--- src/rtl/ue_slot_allocator_with_id_lookup_macros.svh ---
// Assertion macros for the slot allocator with identifier lookup.
// Used by ue_slot_allocator_with_id_lookup.sv; no other dependencies.
`ifndef UE_SLOT_ALLOCATOR_WITH_ID_LOOKUP_MACROS_SVH
`define UE_SLOT_ALLOCATOR_WITH_ID_LOOKUP_MACROS_SVH

// Condition that holds at every clock edge outside reset.
`define UESA_ASSERT_ALWAYS(label, clk, rst, cond, msg) \
  label: assert property (@(posedge clk) disable iff (rst) (cond)) else $error(msg);

// Consequence that holds in the same cycle as the antecedent.
`define UESA_ASSERT_IMP(label, clk, rst, ante, cons, msg) \
  label: assert property (@(posedge clk) disable iff (rst) (ante) |-> (cons)) else $error(msg);

// Consequence that holds in the cycle after the antecedent.
`define UESA_ASSERT_NEXT(label, clk, rst, ante, cons, msg) \
  label: assert property (@(posedge clk) disable iff (rst) (ante) |=> (cons)) else $error(msg);

`endif

--- src/rtl/uesa_pkg.sv ---
// Shared types, constants and helper functions of the slot allocator.
// No dependencies; used by uesa_cell and ue_slot_allocator_with_id_lookup.
`timescale 1ns / 1ps

package uesa_pkg;

  localparam int NUM_SLOTS    = 64;
  localparam int RESERVED_ID  = 0;

  localparam int ID_W     = 16;
  localparam int REQ_W    = 2;
  localparam int SIDX_W   = 6;
  localparam int STATUS_W = 3;
  localparam int RSLOT_W  = 6;
  localparam int OCC_W    = 7;

  localparam int GRP        = 8;
  localparam int GRP_W      = 3;
  localparam int NUM_GROUPS = (NUM_SLOTS + GRP - 1) / GRP;
  localparam int GIDX_W     = (NUM_GROUPS > 1) ? $clog2(NUM_GROUPS) : 1;
  localparam int IDX_W      = GIDX_W + GRP_W;
  localparam int CNT_W      = $clog2(NUM_SLOTS + 1);

  typedef enum logic [REQ_W-1:0] {
    REQ_ADD         = 2'd0,
    REQ_REMOVE      = 2'd1,
    REQ_LOOKUP_ID   = 2'd2,
    REQ_LOOKUP_SLOT = 2'd3
  } req_kind_t;

  typedef enum logic [STATUS_W-1:0] {
    ST_OK        = 3'd0,
    ST_INVALID   = 3'd1,
    ST_DUPLICATE = 3'd2,
    ST_FULL      = 3'd3,
    ST_NOT_FOUND = 3'd4
  } status_t;

  typedef struct packed {
    logic [REQ_W-1:0]  req_type;
    logic [ID_W-1:0]   radio_id;
    logic [SIDX_W-1:0] slot_index;
  } req_t;

  typedef struct packed {
    logic [STATUS_W-1:0] status;
    logic [RSLOT_W-1:0]  result_slot;
    logic [ID_W-1:0]     result_id;
    logic [OCC_W-1:0]    occupied_count;
  } rsp_t;

  // Search token handed from group to group.
  typedef struct packed {
    logic             active;
    logic [REQ_W-1:0] req_type;
    logic [ID_W-1:0]  radio_id;
    logic [IDX_W-1:0] slot;
    logic             in_range;
    logic             hit;
    logic [IDX_W-1:0] hit_slot;
    logic             free_found;
    logic [IDX_W-1:0] free_slot;
    logic [ID_W-1:0]  rd_id;
  } tok_t;

  // Slot claim broadcast to all groups.
  typedef struct packed {
    logic             en;
    logic [IDX_W-1:0] slot;
    logic [ID_W-1:0]  radio_id;
  } wr_t;

  function automatic logic [GRP_W-1:0] lowest_set(input logic [GRP-1:0] v);
    logic [GRP_W-1:0] res;
    res = '0;
    for (int i = GRP - 1; i >= 0; i--) begin
      if (v[i]) begin
        res = GRP_W'(i);
      end
    end
    return res;
  endfunction

  function automatic logic [GRP-1:0] present_mask(input int g);
    logic [GRP-1:0] m;
    m = '0;
    for (int i = 0; i < GRP; i++) begin
      m[i] = ((g * GRP + i) < NUM_SLOTS);
    end
    return m;
  endfunction

endpackage

--- src/rtl/uesa_cell.sv ---
// One group of eight user slots: valid marks, identifiers and the token stage.
// Depends on uesa_pkg.
`timescale 1ns / 1ps

module uesa_cell (
  input  logic                           clk,
  input  logic                           rst,
  input  logic [uesa_pkg::GIDX_W-1:0]    group_id,
  input  logic [uesa_pkg::GRP-1:0]       present,
  input  uesa_pkg::tok_t                 tok_in,
  input  uesa_pkg::wr_t                  wr,
  output uesa_pkg::tok_t                 tok_out
);

  logic [uesa_pkg::GRP-1:0]  valid;
  logic [uesa_pkg::ID_W-1:0] ids [uesa_pkg::GRP];

  uesa_pkg::tok_t               tok_next;
  logic [uesa_pkg::GRP-1:0]     match;
  logic [uesa_pkg::GRP-1:0]     free;
  logic [uesa_pkg::GRP_W-1:0]   sel;
  logic                         mine;
  logic                         search;
  logic                         clr;
  logic                         wr_mine;
  logic [uesa_pkg::GRP_W-1:0]   wr_sel;

  assign sel     = tok_in.slot[uesa_pkg::GRP_W-1:0];
  assign mine    = tok_in.in_range &&
                   (tok_in.slot[uesa_pkg::IDX_W-1:uesa_pkg::GRP_W] == group_id);
  assign search  = (tok_in.req_type == uesa_pkg::REQ_ADD) ||
                   (tok_in.req_type == uesa_pkg::REQ_LOOKUP_ID);
  assign wr_sel  = wr.slot[uesa_pkg::GRP_W-1:0];
  assign wr_mine = wr.en && (wr.slot[uesa_pkg::IDX_W-1:uesa_pkg::GRP_W] == group_id);

  always_comb begin
    tok_next = tok_in;
    clr      = 1'b0;
    for (int i = 0; i < uesa_pkg::GRP; i++) begin
      match[i] = present[i] && valid[i] && (ids[i] == tok_in.radio_id);
      free[i]  = present[i] && !valid[i];
    end
    if (tok_in.active) begin
      if (search) begin
        if (!tok_in.hit && (|match)) begin
          tok_next.hit      = 1'b1;
          tok_next.hit_slot = {group_id, uesa_pkg::lowest_set(match)};
        end
        if (!tok_in.free_found && (|free)) begin
          tok_next.free_found = 1'b1;
          tok_next.free_slot  = {group_id, uesa_pkg::lowest_set(free)};
        end
      end else if (mine) begin
        tok_next.hit   = valid[sel];
        tok_next.rd_id = ids[sel];
        clr            = (tok_in.req_type == uesa_pkg::REQ_REMOVE) && valid[sel];
      end
    end
  end

  always_ff @(posedge clk) begin
    if (rst) begin
      tok_out <= '0;
    end else begin
      tok_out <= tok_next;
    end
  end

  always_ff @(posedge clk) begin
    if (rst) begin
      valid <= '0;
    end else begin
      if (clr) begin
        valid[sel] <= 1'b0;
      end
      if (wr_mine) begin
        valid[wr_sel] <= 1'b1;
      end
    end
  end

  always_ff @(posedge clk) begin
    if (wr_mine) begin
      ids[wr_sel] <= wr.radio_id;
    end
  end

endmodule

--- src/rtl/ue_slot_allocator_with_id_lookup.sv ---
// Top level of the user slot allocator with identifier lookup.
// Depends on uesa_pkg, uesa_cell and ue_slot_allocator_with_id_lookup_macros.svh.
//
// Usage:
//   req (valid/ready) carries one request: add identifier, remove slot,
//   lookup by identifier or lookup by slot. rsp (valid/ready) returns one
//   result per request with status, slot, identifier and occupied count.
//   A search token walks a row of NUM_GROUPS cells, eight slots per cell,
//   one cell per cycle. The first cell holding a match or a free slot fills
//   the token; the slot requests read or clear their slot on the way.
//   A new request is taken only once the block is back in idle, after the
//   walk of the token along the row, its capture and the result load.
//   A claimed slot is written in the cycle after its result is loaded.
//   One request is in flight at a time; the result register lets the next
//   request start while a result waits. If rsp_ready stays low, the next
//   request finishes its walk and holds until the result register frees.
//   Reset clears all slots and the occupied count; identifiers of free
//   slots are never read, so they need no clearing.
`timescale 1ns / 1ps
`include "ue_slot_allocator_with_id_lookup_macros.svh"

module ue_slot_allocator_with_id_lookup (
  input  logic           clk,
  input  logic           rst,
  input  logic           req_valid,
  output logic           req_ready,
  input  uesa_pkg::req_t req,
  output logic           rsp_valid,
  input  logic           rsp_ready,
  output uesa_pkg::rsp_t rsp
);

  typedef enum logic [1:0] {
    S_IDLE,
    S_SCAN,
    S_HOLD
  } state_t;

  state_t                       state;
  uesa_pkg::tok_t               start_tok;
  uesa_pkg::tok_t               start_next;
  uesa_pkg::tok_t               fin;
  uesa_pkg::wr_t                wr;
  logic [uesa_pkg::CNT_W-1:0]   used_count;
  uesa_pkg::tok_t               chain [uesa_pkg::NUM_GROUPS+1];

  logic [uesa_pkg::STATUS_W-1:0] res_status;
  logic [uesa_pkg::RSLOT_W-1:0]  res_slot;
  logic [uesa_pkg::ID_W-1:0]     res_id;
  logic [uesa_pkg::CNT_W-1:0]    count_next;
  logic                          claim;
  logic                          accept;
  logic                          load;

  assign req_ready = (state == S_IDLE);
  assign accept    = req_valid && req_ready;
  assign load      = (state == S_HOLD) && (!rsp_valid || rsp_ready);

  always_comb begin
    start_next            = '0;
    start_next.active     = accept;
    start_next.req_type   = req.req_type;
    start_next.radio_id   = req.radio_id;
    start_next.slot       = uesa_pkg::IDX_W'(req.slot_index);
    start_next.in_range   = (32'(req.slot_index) < uesa_pkg::NUM_SLOTS);
  end

  always_ff @(posedge clk) begin
    if (rst) begin
      start_tok <= '0;
    end else begin
      start_tok <= start_next;
    end
  end

  assign chain[0] = start_tok;

  for (genvar g = 0; g < uesa_pkg::NUM_GROUPS; g++) begin : g_cell
    uesa_cell u_cell (
      .clk      (clk),
      .rst      (rst),
      .group_id (uesa_pkg::GIDX_W'(g)),
      .present  (uesa_pkg::present_mask(g)),
      .tok_in   (chain[g]),
      .wr       (wr),
      .tok_out  (chain[g+1])
    );
  end

  always_comb begin
    res_status = uesa_pkg::ST_OK;
    res_slot   = '0;
    res_id     = '0;
    count_next = used_count;
    claim      = 1'b0;
    case (fin.req_type)
      uesa_pkg::REQ_ADD: begin
        if (32'(fin.radio_id) == uesa_pkg::RESERVED_ID) begin
          res_status = uesa_pkg::ST_INVALID;
        end else if (fin.hit) begin
          res_status = uesa_pkg::ST_DUPLICATE;
        end else if (!fin.free_found) begin
          res_status = uesa_pkg::ST_FULL;
        end else begin
          res_slot   = uesa_pkg::RSLOT_W'(fin.free_slot);
          count_next = used_count + uesa_pkg::CNT_W'(1);
          claim      = 1'b1;
        end
      end
      uesa_pkg::REQ_REMOVE: begin
        if (fin.hit) begin
          count_next = used_count - uesa_pkg::CNT_W'(1);
        end else begin
          res_status = uesa_pkg::ST_NOT_FOUND;
        end
      end
      uesa_pkg::REQ_LOOKUP_ID: begin
        if (fin.hit) begin
          res_slot = uesa_pkg::RSLOT_W'(fin.hit_slot);
        end else begin
          res_status = uesa_pkg::ST_NOT_FOUND;
        end
      end
      default: begin
        if (fin.hit) begin
          res_id = fin.rd_id;
        end else begin
          res_status = uesa_pkg::ST_NOT_FOUND;
        end
      end
    endcase
  end

  always_ff @(posedge clk) begin
    if (rst) begin
      state      <= S_IDLE;
      rsp_valid  <= 1'b0;
      wr.en      <= 1'b0;
      used_count <= '0;
    end else begin
      wr.en <= load && claim;
      if (load) begin
        rsp_valid <= 1'b1;
      end else if (rsp_ready) begin
        rsp_valid <= 1'b0;
      end
      unique case (state)
        S_IDLE: begin
          if (accept) begin
            state <= S_SCAN;
          end
        end
        S_SCAN: begin
          if (chain[uesa_pkg::NUM_GROUPS].active) begin
            fin   <= chain[uesa_pkg::NUM_GROUPS];
            state <= S_HOLD;
          end
        end
        S_HOLD: begin
          if (load) begin
            rsp.status             <= res_status;
            rsp.result_slot        <= res_slot;
            rsp.result_id          <= res_id;
            rsp.occupied_count     <= uesa_pkg::OCC_W'(count_next);
            used_count             <= count_next;
            wr.slot                <= fin.free_slot;
            wr.radio_id            <= fin.radio_id;
            state                  <= S_IDLE;
          end
        end
        default: begin
          state <= S_IDLE;
        end
      endcase
    end
  end

  `UESA_ASSERT_ALWAYS(a_count_bound, clk, rst, 32'(used_count) <= uesa_pkg::NUM_SLOTS, "occupied count beyond slot total")
  `UESA_ASSERT_IMP(a_token_in_scan, clk, rst, chain[uesa_pkg::NUM_GROUPS].active, state == S_SCAN, "token left the row outside scan")
  `UESA_ASSERT_IMP(a_claim_ok, clk, rst, wr.en, rsp_valid && (rsp.status == uesa_pkg::ST_OK), "slot claimed without a successful add result")
  `UESA_ASSERT_NEXT(a_count_held, clk, rst, state == S_SCAN, used_count == $past(used_count), "occupied count changed during scan")

endmodule

--- config.mk ---
export PLATFORM = sky130hd
export DESIGN_NAME = ue_slot_allocator_with_id_lookup
export DESIGN_NICKNAME = d
export VERILOG_FILES = /design/src/rtl/uesa_pkg.sv /design/src/rtl/uesa_cell.sv /design/src/rtl/ue_slot_allocator_with_id_lookup.sv
export VERILOG_INCLUDE_DIRS = /design/src /design/src/rtl
export SDC_FILE = /design/constraint.sdc
export NUM_CORES = 2
export LEC_CHECK = 0
export BUFFER_PORTS_ARGS = -buffer_cell sky130_fd_sc_hd__buf_2
export CAP_MARGIN = 20
export CORE_UTILIZATION = 40
export CTS_BUF_LIST = sky130_fd_sc_hd__clkbuf_4
export DETAILED_ROUTE_END_ITERATION = 8
export PLACE_DENSITY = 0.54
export SLEW_MARGIN = 15
export SYNTH_ARGS = -nofsm -noshare
export SYNTH_HDL_FRONTEND = slang
export SYNTH_SLANG_ARGS = --single-unit
--- constraint.sdc ---
create_clock -name clk -period 7.4 [get_ports clk]
set_clock_uncertainty 0.2 [all_clocks]
set_input_delay 1.11 -clock clk [delete_from_list [all_inputs] [get_ports clk]]
set_output_delay 1.11 -clock clk [all_outputs]
set_load 0.005 [all_outputs]
Word level (Yosys, flattened, before mapping)
Memories as Yosys holds them, arrays and structs flattened. A register that Yosys moved wholly into a read port is not among the register bits.
Index checks and enable logic that the tools add are counted.
- add/subtract/negate cells: 2
- multiply operators: 0
- divide/modulo/power cells: 0
- order comparisons: 18
- eq/ne operators: 101
- shift-type cells: 0
- multiplexer cells: 324
- bitwise logic cells: 26
- reduce and logical (&&, ||, !) cells: 241
- operator list (kind ; number):
    16-bit == test ; 64
    3-bit two-way mux ; 138
    16-bit two-way mux ; 16
    30-bit two-way mux ; 8
    8-bit two-way mux ; 24
    7-bit two-way mux ; 20
    8-bit OR reduction ; 16
    1-bit logical AND ; 116
    13-bit two-way mux ; 8
    1-bit logical NOT ; 81
    1-bit two-way mux ; 79
    8-bit bitwise AND ; 8
    8-bit inverter ; 8
    8-bit bitwise OR ; 8
    3-bit by 4-bit < comparator with 1-bit output, second input constant ; 9
    31-bit two-way mux ; 1
    1-bit demux with 3-bit select ; 9
    3-bit by 1-bit >= comparator with 1-bit output, second input constant ; 9
    1-bit binary-select mux with 3-bit select ; 8
    3-bit == test, second input constant ; 8
    6-bit two-way mux ; 4
    2-bit by 1-bit == test with 1-bit output, second input constant ; 10
    2-bit == test, second input constant ; 10
    2-bit logical NOT ; 10
    other kinds (18) ; 40
- flip-flop bits (word level): 674
- bits in latches: 0
- RAM bits: 1024
- ROM bits: 0
- input bits: 28
- output and inout port bits: 34
- memories kept: 8
- memories (memory ; words ; bits a word ; read ports ; clocked after Yosys merged registers in ; wr ports ; line ; source):
    g_cell[0].u_cell.ids ; 8 ; 16 ; 9 ; 1 ; 1 ; uesa_cell.sv:16 ; logic [uesa_pkg::ID_W-1:0] ids [uesa_pkg::GRP];
    g_cell[1].u_cell.ids ; 8 ; 16 ; 9 ; 1 ; 1 ; uesa_cell.sv:16 ;
    g_cell[2].u_cell.ids ; 8 ; 16 ; 9 ; 1 ; 1 ; uesa_cell.sv:16 ;
    g_cell[3].u_cell.ids ; 8 ; 16 ; 9 ; 1 ; 1 ; uesa_cell.sv:16 ;
    g_cell[4].u_cell.ids ; 8 ; 16 ; 9 ; 1 ; 1 ; uesa_cell.sv:16 ;
    g_cell[5].u_cell.ids ; 8 ; 16 ; 9 ; 1 ; 1 ; uesa_cell.sv:16 ;
    2 more memories ; n/a ; n/a ; n/a ; n/a ; n/a ; n/a ;

Logic depth before layout (Yosys ltp)
An unclocked memory read counts as a cell.
- word-level depth: 14
- mapped depth: 9
- gate-level depth less buffers: 9

Modules after synthesis
Synthesis repeated with hierarchy kept, for this count alone.
- cell total of the unflattened synthesis: 5895
- area total of the unflattened synthesis: 74084.8 um2
- by module, submodules not included (module ; times used ; cells an instance ; area each (um2) ; sequential area each (um2)):
    uesa_cell at g_cell[2].u_cell ... ; 4 ; 691 ; 8597.0 ; 5124.9
    uesa_cell at g_cell[6].u_cell ... ; 2 ; 689 ; 8590.7 ; 5124.9
    uesa_cell at g_cell[0].u_cell ; 1 ; 742 ; 8978.6 ; 5124.9
    uesa_cell at g_cell[1].u_cell ; 1 ; 698 ; 8630.8 ; 5124.9
    ue_slot_allocator_with_id_lookup ; 1 ; 313 ; 4906.0 ; 3803.6

Worst setup path after synthesis
No wires, ideal clock.
- path type: in2reg
- from: input port rst
- to: register fin[0] in the netlist's numbering (enable)
- setup time: 513 ps
- arrival time: 5040 ps
- path slack: 1647 ps
- cell stages on the path: 4
- path buffers: 3
- cell sequence: clkbuf_1 clkbuf_1 clkbuf_1 nor3_1
- longest elaborated chain between the ends: 2
- ends and longest elaborated chain (item ; line ; source):
    from (decl) ; ue_slot_allocator_with_id_lookup.sv:24 ; input logic rst,
    1-bit inverter (no source line) ; n/a ;
    3-bit AND reduction (no source line) ; n/a ;
    to (signal assigned) ; ue_slot_allocator_with_id_lookup.sv:155 ; fin <= chain[uesa_pkg::NUM_GROUPS];
    to (decl) ; ue_slot_allocator_with_id_lookup.sv:42 ; uesa_pkg::tok_t fin;
Every way passes these cells.
A chain may end at the register's enable or synchronous reset.

Worst setup path after layout
- from: register state[0]
- to: output port req_ready
- longest elaborated chain between the ends: 1
- ends and longest elaborated chain (item ; line ; source):
    from (decl) ; ue_slot_allocator_with_id_lookup.sv:39 ; state_t state;
    from (signal assigned) ; ue_slot_allocator_with_id_lookup.sv:136 ; state <= S_IDLE;
    from (signal assigned) ; ue_slot_allocator_with_id_lookup.sv:150 ; state <= S_SCAN;
    from (signal assigned) ; ue_slot_allocator_with_id_lookup.sv:156 ; state <= S_HOLD;
    2-bit logical NOT ; ue_slot_allocator_with_id_lookup.sv:55 ; assign req_ready = (state == S_IDLE);
    to (decl) ; ue_slot_allocator_with_id_lookup.sv:26 ; output logic req_ready,
Every way passes these cells.

==> out/metrics.sh <==
RESULT_OF_THE_RUN='completed'
NUM-NETS-FINAL=6324
P_PER_AREA_nW_PER_UM2=224
IO_PINS=62
CRIT_ARRIVAL_PS=2780
TRITONCTS='built'
CTS_ROOT_BUFFER='clkbuf_4'
DRT_DRC_VIOLATIONS_LEFT=0
GRT_USE_TOTAL_PCT=30.7
PORTBUFFERS=61
SLEW_VIOLATIONS=0
STD_CELL_ROWS=156
DR.FIRST_ITER.DRC_COUNT=7335
DIE_W_UM=429
WORSTPATHREQUIRED_PS=6090
CTS.PATH.MAX_BUFFERS=4
POST_SYNTH_NUM_CELL_TYPES=77
POST_SYNTH_INST_COUNT=5945
START_UTIL_PCT=40.3
MIN_PERIOD_OVER_PERIOD_PCT=55.3
DIE_AREA_UM2=184000
SYNTHTOPCELLSBYAREA='edfxtp_1 46%, dfxtp_1 14%, xnor2_1 7.5%'
FLOW.AREA_GROWTH_FROM_SYNTHESIS_PCT=12.6
SYN-NUM-NETS=5975
SYNTH.CELL_AREA_UM2=73100
GRT_ANTENNA_BEFORE_REPAIR=21
ASYNCSETRESETFLOPFRACSYNTH_PCT=0
CTS-BUFFERS-INSERTED=451
WHS_PS=61.7
CLOCK_TREE.HTREE_LEVEL_COUNT=5
FINAL-SETUP-VIOL-COUNT=0
FIRST_PASS_ITERS=8
MAX_CLOCK_FREQ_MHz=245
WL_PER_CELL_UM=32.0
SYNTH_TOP_AREA_SHARE_PCT=46.3
POST-CTS-SETUP-BUFFER-COUNT=0
GRT_SETUP_UNREPAIRED='false'
SYNTH_TOP_AREA_CELL='edfxtp_1'
CLOCK_LATENCY_PS=1440
DRTANTENNAVIOLNETS=0
YOSYS_REGISTER_BITS=1654
CLK_PIN_SLEW_WORST_PATHS_PS=70
SYNTH_AREA_PER_CELL_UM2=12.3
CRIT_PATH_START_KIND='register'
POST-ROUTE-CELL-AREA_UM2=82200
DETAIL_ROUTE.VIAS_PER_CELL=6.05
PEAKVDDDROP_V=0.000148
WORST_CASE_SETUP_MARGIN_IN_THE_FINAL_LAYOUT_PS=3310
NUM_VIAS=54700
DIE_HEIGHT_UM=429
MAX-CAP-VIOLATIONS=0
SETUP.WORST_PATH.CLASS='register to output port'
N_FILL_CELL=16900
SYNTH-MAIN-FF-CELL='edfxtp_1'
NETLIST_TOP_CELLS_COUNT='1126 x edfxtp_1, 622 x xnor2_1, 528 x dfxtp_1'
FLOORPLAN.CORE_AREA_UM2=181000
YOSYSMOSTFREQUENTCELL='edfxtp_1'
TRITONCTS_NUM_SINKS=1654
POST_DETAILED_PLACEMENT_HALF_PERIMETER_WIRELENGTH_UM=200000
LEAK_nW=27.2
AGGREGATE_NEGATIVE_SETUP_SLACK_PS=0
WORST_SLEW_MARGIN_REL_PCT=19.9
ENDPOINT_KIND='output port'
PRECTSSETUPSLACK_PS=3560
POSTCTSRESIZEDCELLS=0
HOLD_VIOL_FINAL=0
GRT_MAX_DEGREE=177
SYNTH_EDF_COUNT=1126
ROUTED_WIRELENGTH_UM=290000
TIMING.HOLD.WORST.CLASS='register to register'
ROUTABILITY_CONGESTION=0.986
WORSTMARGINPINSLEW_PS=1200
POST_DP_CELL_AREA_UM2=76100
CRIT_PATH_MAX_FANOUT=7
GRT_PASS1_WL_UM=403000
SEQ_AREA_FRAC_SYNTH_PCT=60.7
FINAL_PERIOD_MINUS_WORST_SETUP_SLACK_PS=4090
YOSYSWARNINGCOUNT=0
POSTLAYOUTCOREUTIL_PCT=45.4
OVERFLOW_LEFT_AFTER_GLOBAL_ROUTING=0
GRT_PASS1_VIAS=53800
LAYOUT-DRIVE-GT1-SHARE_PCT=14.7
-- cell usage in the layout, fill, tap and decap left out, types with 112 or more instances in the layout --
master       n
o21ai_0    141
a22oi_1    236
xor2_1     419
nand4_1    279
xnor2_1    622
nand3_1    114
nor2_1     306
nor4_1     136
inv_1      116
a21oi_1    134
a221oi_1   155
nor2b_1    247
buf_4      129
clkbuf_4   679
clkinv_1   112
dfxtp_1    528
nand2_1    230
edfxtp_1  1126
a22o_1     151
-- repair_timing --
item | 4_1_cts | 5_1_grt
setup endpoints to repair | 0 | 0
endpoints found under the hold margin | 33 | 0
hold buffers | 43 | 0
-- routing by layer --
layer	wire length, um	GRT usage (%)	vias up	share of wire [%]
met4	15600	15.5	8	5.4
met1	118000	41.4	27000	41
met2	128000	46.8	3594	44
met5	55	0	-	0.019
li1	-	-	23300	-
met3	27900	6.16	807	9.6
-- registers in the layout, summed over array words and instances, names as in the netlist --
signal and count:
used_count 7, chain 26, g_cell.u_cell.tok_out 427, fin 48, rsp_valid 1, g_cell.u_cell.ids 1024
state 2, g_cell.u_cell.valid 64, rsp 32, wr 23
-- power breakdown --
part	leakage, nW	internal (mW)	switching (mW)
combinational	9.37	0.148	0.219
clock	3.40	4.24	3.97
sequential	14.4	9.77	0.0971
total	27.2	14.2	4.28
-- through the flow --
stage / cells / power (mW)
2_1_floorplan: 5945 / 10.3
3_3_place_gp: 8166 / 10.4
5_1_grt: 9034 / 19.1
6_report: 9037 / 18.4
3_5_place_dp: 8166 / 10.4
4_1_cts: 9022 / 18.6
-- path summary, 6_finish.rpt --
kind	from	endpoint	slack [ps]	cells after the start
worst min register to register	g_cell[7].u_cell.tok_out[21]$_SDFF_PP0_	fin[21]$_DFFE_PP_	60	0
worst min-delay path	g_cell[7].u_cell.tok_out[21]$_SDFF_PP0_	fin[21]$_DFFE_PP_	60	0
worst max-delay path	state[0]$_SDFFE_PP0P_	req_ready	3310	2
worst max register to register	g_cell[4].u_cell.tok_out[42]$_SDFF_PP0_	g_cell[5].u_cell.tok_out[24]$_SDFF_PP0_	3760	7
-- cell type report --
type | instances | area, um^2 | share of cell area [%]
inverters | 116 | 435 | 0.529
repair buffers | 236 | 1750 | 2.12
well taps | 2370 | 2970 | 3.61
clock buffers | 678 | 5090 | 6.19
clock inverters | 135 | 593 | 0.721
flip-flops and latches | 1654 | 44400 | 54.0
diodes | 13 | 32.5 | 0.0396
multi-input cells | 3835 | 27000 | 32.8
-- cell families after synthesis --
kind of cell | after synthesis | synth area share [%]
simple gates | 1791 | 14.1
flops | 1654 | 60.7
xor+xnor | 1041 | 12.5
compound gates | 992 | 9.92
buf+inv | 456 | 2.54
mux | 9 | 0.192
fa+ha+maj | 2 | 0.0342
-- critical path, stage by stage, from the launching register on --
cell	delay, ps
dfxtp_1	420
nor2_1	680
buf_2	240
Power figures use the tool's default switching activity.
